[src/rtl/ir_compensated_colour_temperature_defines.svh]
// Assertion macros shared by the colour temperature RTL.
// Included by the top level; depends on nothing else.
`ifndef IR_COMPENSATED_COLOUR_TEMPERATURE_DEFINES_SVH
`define IR_COMPENSATED_COLOUR_TEMPERATURE_DEFINES_SVH

// Implication checked on every rising edge outside reset.
`define IRCCT_ASSERT_IMPL(label, clk, rst, ante, cons, msg) \
   label: assert property (@(posedge clk) disable iff (rst) (ante) |-> (cons)) \
      else $error(msg);

// Next-cycle implication checked on every rising edge outside reset.
`define IRCCT_ASSERT_NEXT(label, clk, rst, ante, cons, msg) \
   label: assert property (@(posedge clk) disable iff (rst) (ante) |=> (cons)) \
      else $error(msg);

`endif

[src/rtl/ircct_pkg.sv]
// Types, status codes and constants for the colour temperature block.
// Used by every RTL module of the block; depends on nothing.
package ircct_pkg;

   localparam int unsigned CountWidth = 16;
   localparam int unsigned KelvinWidth = 28;
   localparam int unsigned SettingWidth = 8;
   localparam int unsigned DivSteps = KelvinWidth;

   localparam logic [11:0] TempSlope = 12'd3810;
   localparam logic [KelvinWidth-1:0] TempOffset = 28'd1391;
   localparam logic [CountWidth-1:0] DigitalMax = 16'd65535;
   localparam logic [8:0] CycleBase = 9'd256;
   localparam logic [8:0] AnalogCyclesMax = 9'd63;
   localparam logic [SettingWidth-1:0] SettingReset = 8'd255;

   // Status codes of a result.
   localparam logic [1:0] STATUS_OK = 2'd0;
   localparam logic [1:0] STATUS_CLEAR_ZERO = 2'd1;
   localparam logic [1:0] STATUS_SATURATED = 2'd2;
   localparam logic [1:0] STATUS_RED_INVALID = 2'd3;

   typedef struct packed {
      logic [CountWidth-1:0] clear_count;
      logic [CountWidth-1:0] red_count;
      logic [CountWidth-1:0] green_count;
      logic [CountWidth-1:0] blue_count;
   } req_type;

   typedef struct packed {
      logic [KelvinWidth-1:0] colour_temp_kelvin;
      logic [1:0] status;
   } rsp_type;

   // Corrected channels leaving the front stage.
   typedef struct packed {
      logic valid;
      logic [1:0] status;
      logic [CountWidth-1:0] red_corr;
      logic [CountWidth-1:0] blue_corr;
   } front_type;

   // Data handed from one divider cell to the next.
   typedef struct packed {
      logic valid;
      logic [1:0] status;
      logic [CountWidth-1:0] divisor;
      logic [CountWidth-1:0] remainder;
      logic [KelvinWidth-1:0] numer;
   } cell_data_type;

endpackage

[src/rtl/ircct_front.sv]
// Front stage: saturation and clear checks, IR estimate and correction.
// Depends on ircct_pkg.
module ircct_front (
   input  logic clock,
   input  logic reset,
   input  logic enable,
   input  logic req_accept,
   input  ircct_pkg::req_type req_data,
   input  logic [ircct_pkg::SettingWidth-1:0] setting,
   output ircct_pkg::front_type front_out
);

   logic [8:0] cycles;
   logic [15:0] sat_level;
   logic [17:0] chan_sum;
   logic [16:0] ir_est;
   logic [17:0] red_diff;
   logic [17:0] blue_diff;
   ircct_pkg::front_type front_in;
   ircct_pkg::front_type front_ff;

   // Saturation level from the integration cycle count.
   always_comb begin
      cycles = ircct_pkg::CycleBase - {1'b0, setting};
      if (cycles > ircct_pkg::AnalogCyclesMax) begin
         sat_level = ircct_pkg::DigitalMax;
      end else begin
         // 768 times the cycle count: 512 plus 256 times.
         sat_level = 16'({cycles, 9'd0}) + 16'({cycles, 8'd0});
      end
   end

   // IR estimate and the corrected red and blue channels.
   always_comb begin
      chan_sum = {2'b0, req_data.red_count} + {2'b0, req_data.green_count}
               + {2'b0, req_data.blue_count};
      if (chan_sum > {2'b0, req_data.clear_count}) begin
         ir_est = 17'((chan_sum - {2'b0, req_data.clear_count}) >> 1);
      end else begin
         ir_est = '0;
      end
      red_diff = {2'b0, req_data.red_count} - {1'b0, ir_est};
      blue_diff = {2'b0, req_data.blue_count} - {1'b0, ir_est};
   end

   // Status priority: clear zero, then saturation, then red not positive.
   always_comb begin
      front_in.valid = req_accept;
      front_in.red_corr = red_diff[15:0];
      front_in.blue_corr = blue_diff[17] ? '0 : blue_diff[15:0];
      if (req_data.clear_count == '0) begin
         front_in.status = ircct_pkg::STATUS_CLEAR_ZERO;
      end else if (req_data.clear_count >= sat_level) begin
         front_in.status = ircct_pkg::STATUS_SATURATED;
      end else if (red_diff[17] || (red_diff == '0)) begin
         front_in.status = ircct_pkg::STATUS_RED_INVALID;
      end else begin
         front_in.status = ircct_pkg::STATUS_OK;
      end
   end

   // Stage register; only the valid bit is reset.
   always_ff @(posedge clock) begin
      if (reset) begin
         front_ff.valid <= 1'b0;
      end else if (enable) begin
         front_ff.valid <= front_in.valid;
      end
   end

   always_ff @(posedge clock) begin
      if (enable) begin
         front_ff.status <= front_in.status;
         front_ff.red_corr <= front_in.red_corr;
         front_ff.blue_corr <= front_in.blue_corr;
      end
   end

   assign front_out = front_ff;

endmodule

[src/rtl/ircct_div_cell.sv]
// One restoring division cell: produces one quotient bit per transfer.
// Depends on ircct_pkg.
module ircct_div_cell (
   input  logic clock,
   input  logic reset,
   input  logic enable,
   input  ircct_pkg::cell_data_type cell_in,
   output ircct_pkg::cell_data_type cell_out
);

   logic [16:0] rem_shift;
   logic [16:0] rem_sub;
   ircct_pkg::cell_data_type cell_in_next;
   ircct_pkg::cell_data_type cell_ff;

   // Bring down the next numerator bit and try to subtract the divisor.
   always_comb begin
      rem_shift = {cell_in.remainder, cell_in.numer[ircct_pkg::KelvinWidth-1]};
      rem_sub = rem_shift - {1'b0, cell_in.divisor};
      cell_in_next = cell_in;
      if (rem_shift >= {1'b0, cell_in.divisor}) begin
         cell_in_next.remainder = rem_sub[15:0];
         cell_in_next.numer = {cell_in.numer[ircct_pkg::KelvinWidth-2:0], 1'b1};
      end else begin
         cell_in_next.remainder = rem_shift[15:0];
         cell_in_next.numer = {cell_in.numer[ircct_pkg::KelvinWidth-2:0], 1'b0};
      end
   end

   // Cell register; only the valid bit is reset.
   always_ff @(posedge clock) begin
      if (reset) begin
         cell_ff.valid <= 1'b0;
      end else if (enable) begin
         cell_ff.valid <= cell_in_next.valid;
      end
   end

   always_ff @(posedge clock) begin
      if (enable) begin
         cell_ff.status <= cell_in_next.status;
         cell_ff.divisor <= cell_in_next.divisor;
         cell_ff.remainder <= cell_in_next.remainder;
         cell_ff.numer <= cell_in_next.numer;
      end
   end

   assign cell_out = cell_ff;

endmodule

[src/rtl/ir_compensated_colour_temperature.sv]
// Top level of the IR-compensated colour temperature block.
// Depends on ircct_pkg, ircct_front, ircct_div_cell and the defines header.
//
//   Channel   Ports                              Direction
//   req       req_valid, req_ready, req_data     in  (one RGBC sample)
//   rsp       rsp_valid, rsp_ready, rsp_data     out (kelvin and status)
//   csr       csr_wr_en, csr_wr_data             in  (integration setting)
//
// One sample may enter every cycle while req_ready is high; after its
// transfer the front stage loads at the transfer edge, then the multiplier
// stage, 28 divider cells and the output register follow in turn.
// The divider is a row of 28 cells, one quotient bit each.
// Reset clears all valid bits and sets the integration setting to 255.
// The row halts only while the output register is full, not taken, and the
// last cell holds a result; bubbles ahead of it halt with the row.
`include "ir_compensated_colour_temperature_defines.svh"

module ir_compensated_colour_temperature (
   input  logic clock,
   input  logic reset,
   input  logic req_valid,
   output logic req_ready,
   input  ircct_pkg::req_type req_data,
   output logic rsp_valid,
   input  logic rsp_ready,
   output ircct_pkg::rsp_type rsp_data,
   input  logic csr_wr_en,
   input  logic [ircct_pkg::SettingWidth-1:0] csr_wr_data
);

   logic [ircct_pkg::SettingWidth-1:0] setting_ff;
   logic out_load;
   logic pipe_en;
   logic req_accept;
   ircct_pkg::front_type front_q;
   ircct_pkg::cell_data_type mult_in;
   ircct_pkg::cell_data_type mult_ff;
   ircct_pkg::cell_data_type chain [0:ircct_pkg::DivSteps];
   ircct_pkg::cell_data_type last_cell;
   logic rsp_valid_ff;
   logic rsp_valid_in;
   ircct_pkg::rsp_type rsp_data_ff;
   ircct_pkg::rsp_type rsp_data_in;

   // Integration setting register.
   always_ff @(posedge clock) begin
      if (reset) begin
         setting_ff <= ircct_pkg::SettingReset;
      end else if (csr_wr_en) begin
         setting_ff <= csr_wr_data;
      end
   end

   // Flow control: the row moves unless a held result blocks the last cell.
   assign last_cell = chain[ircct_pkg::DivSteps];
   assign out_load = !rsp_valid_ff || rsp_ready;
   assign pipe_en = out_load || !last_cell.valid;
   assign req_ready = pipe_en;
   assign req_accept = req_valid && req_ready;

   ircct_front u_front (
      .clock     (clock),
      .reset     (reset),
      .enable    (pipe_en),
      .req_accept(req_accept),
      .req_data  (req_data),
      .setting   (setting_ff),
      .front_out (front_q)
   );

   // Multiplier stage: numerator is 3810 times corrected blue.
   always_comb begin
      mult_in.valid = front_q.valid;
      mult_in.status = front_q.status;
      mult_in.divisor = front_q.red_corr;
      mult_in.remainder = '0;
      mult_in.numer = {12'd0, front_q.blue_corr} * {16'd0, ircct_pkg::TempSlope};
   end

   always_ff @(posedge clock) begin
      if (reset) begin
         mult_ff.valid <= 1'b0;
      end else if (pipe_en) begin
         mult_ff.valid <= mult_in.valid;
      end
   end

   always_ff @(posedge clock) begin
      if (pipe_en) begin
         mult_ff.status <= mult_in.status;
         mult_ff.divisor <= mult_in.divisor;
         mult_ff.remainder <= mult_in.remainder;
         mult_ff.numer <= mult_in.numer;
      end
   end

   assign chain[0] = mult_ff;

   // Row of division cells.
   for (genvar i = 0; i < ircct_pkg::DivSteps; i++) begin : g_cell
      ircct_div_cell u_cell (
         .clock   (clock),
         .reset   (reset),
         .enable  (pipe_en),
         .cell_in (chain[i]),
         .cell_out(chain[i+1])
      );
   end

   // Result formatting: add the offset, or zero for an invalid sample.
   always_comb begin
      rsp_valid_in = last_cell.valid;
      rsp_data_in.status = last_cell.status;
      if (last_cell.status == ircct_pkg::STATUS_OK) begin
         rsp_data_in.colour_temp_kelvin = last_cell.numer + ircct_pkg::TempOffset;
      end else begin
         rsp_data_in.colour_temp_kelvin = '0;
      end
   end

   // Output register.
   always_ff @(posedge clock) begin
      if (reset) begin
         rsp_valid_ff <= 1'b0;
      end else if (out_load) begin
         rsp_valid_ff <= rsp_valid_in;
      end
   end

   always_ff @(posedge clock) begin
      if (out_load) begin
         rsp_data_ff <= rsp_data_in;
      end
   end

   assign rsp_valid = rsp_valid_ff;
   assign rsp_data = rsp_data_ff;

   // Checks on the flow control and the result formatting.
   `IRCCT_ASSERT_IMPL(a_stall_cause, clock, reset, !req_ready, rsp_valid_ff && !rsp_ready && last_cell.valid, "input stalled without a blocked result")
   `IRCCT_ASSERT_NEXT(a_last_held, clock, reset, !pipe_en, last_cell.valid && $stable(last_cell.numer), "last cell changed during a stall")
   `IRCCT_ASSERT_IMPL(a_invalid_zero, clock, reset, rsp_valid_ff && (rsp_data_ff.status != ircct_pkg::STATUS_OK), rsp_data_ff.colour_temp_kelvin == '0, "invalid sample with non-zero temperature")
   `IRCCT_ASSERT_IMPL(a_ok_offset, clock, reset, rsp_valid_ff && (rsp_data_ff.status == ircct_pkg::STATUS_OK), rsp_data_ff.colour_temp_kelvin >= ircct_pkg::TempOffset, "valid temperature below the offset")

endmodule
[config.mk]
export PLATFORM = sky130hd
export DESIGN_NAME = ir_compensated_colour_temperature
export DESIGN_NICKNAME = d
export VERILOG_FILES = /design/src/rtl/ircct_pkg.sv /design/src/rtl/ircct_front.sv /design/src/rtl/ircct_div_cell.sv /design/src/rtl/ir_compensated_colour_temperature.sv
export VERILOG_INCLUDE_DIRS = /design/src /design/src/rtl
export SDC_FILE = /design/constraint.sdc
export NUM_CORES = 2
export LEC_CHECK = 0
export BUFFER_PORTS_ARGS = -buffer_cell sky130_fd_sc_hd__buf_4
export CORE_UTILIZATION = 30
export CTS_CLUSTER_DIAMETER = 150
export DETAILED_ROUTE_END_ITERATION = 8
export SLEW_MARGIN = 20
export SYNTH_ARGS = -nofsm -noshare
export SYNTH_HDL_FRONTEND = slang
export SYNTH_SLANG_ARGS = --single-unit
[constraint.sdc]
create_clock -name clock -period 104.7 [get_ports clock]
set_input_delay 20.94 -clock clock [delete_from_list [all_inputs] [get_ports clock]]
set_output_delay 20.94 -clock clock [all_outputs]
set_load 0.005 [all_outputs]
==> impl_metrics.toml <==
[routing]
ant_nets = 0
drt_iter0_drc = 2697
postRouteWirelength_um = 156000
drtPass1Iterations = 5
via_per_inst = 4.56
drc = 0
vias = 49000
routedWlPerCell_um = 14.5

[logic_synthesis]
synth_flop_cell = "edfxtp_1"
ys_seq_area_frac = 0.621
yosysUniqueCellTypes = 78
netlist_area_um2 = 87600
synth_seq_cells = 1825
synth-edff-count = 1786
syn_nets = 7272
synth.avg_cell_area_um2 = 13.5
ys_warn_count = 0
syn_inst = 6467
synthArstFlopShare = 0

[die]
fp-row-count = 197
dieWidth_um = 542
die_y_um = 542
core_area_um2 = 289000
dieArea_um2 = 294000
initial_core_util = 0.303
ios = 109

[critical_path]
path_buf_inv = 3
crit_type = "input pin to output port"
crit_top_cell = "buf_4"
cp_slowest_cell = "and2_2"
reg2reg_depth = 8
setup.worst_path.end_class = "output port"
crit_chain = "buf_4 > nor2b_1 > and2_2 > inv_8 > buf_4"
cp_slowest_stage_delay_ps = 580
critPathArrivalTime_ps = 22650
worst_setup_path_start_kind = "input pin"
cp.depth = 5
crit_fanout = 116
path_delay_family = "buffers and inverters"
crit_required_ps = 83760

[layout]
num-nets-final = 7522
drive_gt1_frac = 0.103
multi_input_area_um2 = 30200
fill_cells = 27800
seq_area_um2 = 54400
layout_commonest_cell = "edfxtp_1"
mostFrequentLayoutCells = "1786 x edfxtp_1, 662 x inv_1, 632 x ha_1"
area_growth_pct = 13.6
diodes = 0

[timing]
setup_viol = 0
finalCritPeriodShare = 0.416
tns_ps = 0
max_slew_margin = 0.197
rsz0062_at_grt = "no"
max_freq_ghz = 0.0229
fin_crit_ps = 43590
tightestPinTransition_ps = 1200
maxSlewViolCount = 0
skew_ps = 99.4
hold_viol_final = 0

[flow_run]
drv_cap = 0

[min_path]
holdPathStages = 0
hp-class = "register to register"

[global_route]
grt_first_pass_wirelength_um = 254000
grt_usage = 0.104
antenna_found_initial = 1
grt.overflow.total = 0
met1_usage = 0.125
grt_use_met2 = 0.184
grt_max_degree = 199
grt_use_met3 = 0.0164
grt.busiest_layer = "met2"
grt_pass1_vias = 50200

[cts]
clock_latency_ps = 870
cts-htree-levels = 4
holdBufCountCts = 0
clk_path_buf_depth = 4
cts_buffers = 200
cts.sinks = 1825
cts_resized = 0
clkTransAtPathRegs_ps = 60
cts_tree = "done"
cts_setup_buffers = 0
cts-root-buf = "clkbuf_16"

[placement]
dp_hpwl_um = 111000
io_buffers = 108
gp_congestion = 0.862

[run_status]
status = "finished, final reports clean"
## through the flow
stage | cell area, µm² | util | std cells | hold slack (ps) | setup slack [ps]
3_5_place_dp | 92900 | 0.321 | 10400 | 405 | 60600
4_1_cts | 99400 | 0.344 | 10800 | 306 | 60620
6_report | 99500 | 0.344 | 10800 | 321 | 61110
5_1_grt | 99500 | 0.344 | 10800 | 316 | 60950
2_1_floorplan | 87600 | - | 6467 | 400 | 14900
3_3_place_gp | 92900 | 0.321 | 10400 | 400 | 60640
## metal layers
layer	vias up	part of all wire
met5	-	0
met4	0	0.037
met3	340	0.038
met2	842	0.49
met1	23500	0.43
li1	24300	-
## worst paths after layout
| check | startpoint | slack (ps) | endpoint |
|---|---|---|---|
| worst max-delay path | rsp_ready | 61110 | req_ready |
| worst min-delay path | g_cell[8].u_cell.cell_out[23] | 320 | g_cell[9].u_cell.cell_out[24] |
| worst max register to register | rsp_valid | 98370 | g_cell[25].u_cell.cell_out[30] |
| worst min register to register | g_cell[8].u_cell.cell_out[23] | 320 | g_cell[9].u_cell.cell_out[24] |
## registers in the layout, summed over array words and instances (netlist names)
name	flops
chain	46
g_cell.u_cell.cell_out	1705
u_front.front_out	35
rsp_valid	1
rsp_data	30
setting_ff	8
## logic make-up (layout without fill, tap and decap cells)
| logic type | count (synthesis) | in the layout | synth area share |
|---|---|---|---|
| flip-flops | 1825 | 1825 | 0.621 |
| AND/OR/NAND/NOR | 1292 | 1292 | 0.0711 |
| AO/OA/AOI/OAI | 1220 | 1220 | 0.0883 |
| buffers and inverters | 742 | 1151 | 0.0338 |
| adder cells (fa/ha/maj) | 728 | 728 | 0.112 |
| multiplexers | 265 | 265 | 0.0335 |
| XOR/XNOR | 395 | 395 | 0.0395 |
## final cells by class
class / count / area share
Sequential cell: 1825 / 0.547
Multi-Input combinational cell: 3900 / 0.304
Clock buffer: 245 / 0.0522
Tap cell: 3880 / 0.0488
Inverter: 664 / 0.0251
Clock inverter: 116 / 0.0131
Timing Repair Buffer: 126 / 0.0100
## cells in the mapped netlist (all sizes together) (52+ instances only)
cell | count | area share
edfxtp | 1786 | 0.61
inv | 663 | 0.028
ha | 632 | 0.090
a21oi | 458 | 0.027
nor2 | 420 | 0.018
nand2 | 281 | 0.012
xnor2 | 270 | 0.027
o21ai | 224 | 0.013
mux2 | 223 | 0.029
a21o | 170 | 0.015
xor2 | 125 | 0.013
fa | 96 | 0.022
nor2b | 93 | 0.0066
nor3 | 93 | 0.0053
nand4 | 90 | 0.0064
o21a | 79 | 0.0068
nand2b | 74 | 0.0053
buf | 54 | 0.0043
nand3 | 52 | 0.0030
Power is left out: the tool's default activity adds up to more than one toggle a clock period on the data nets, which glitch-free logic cannot reach.
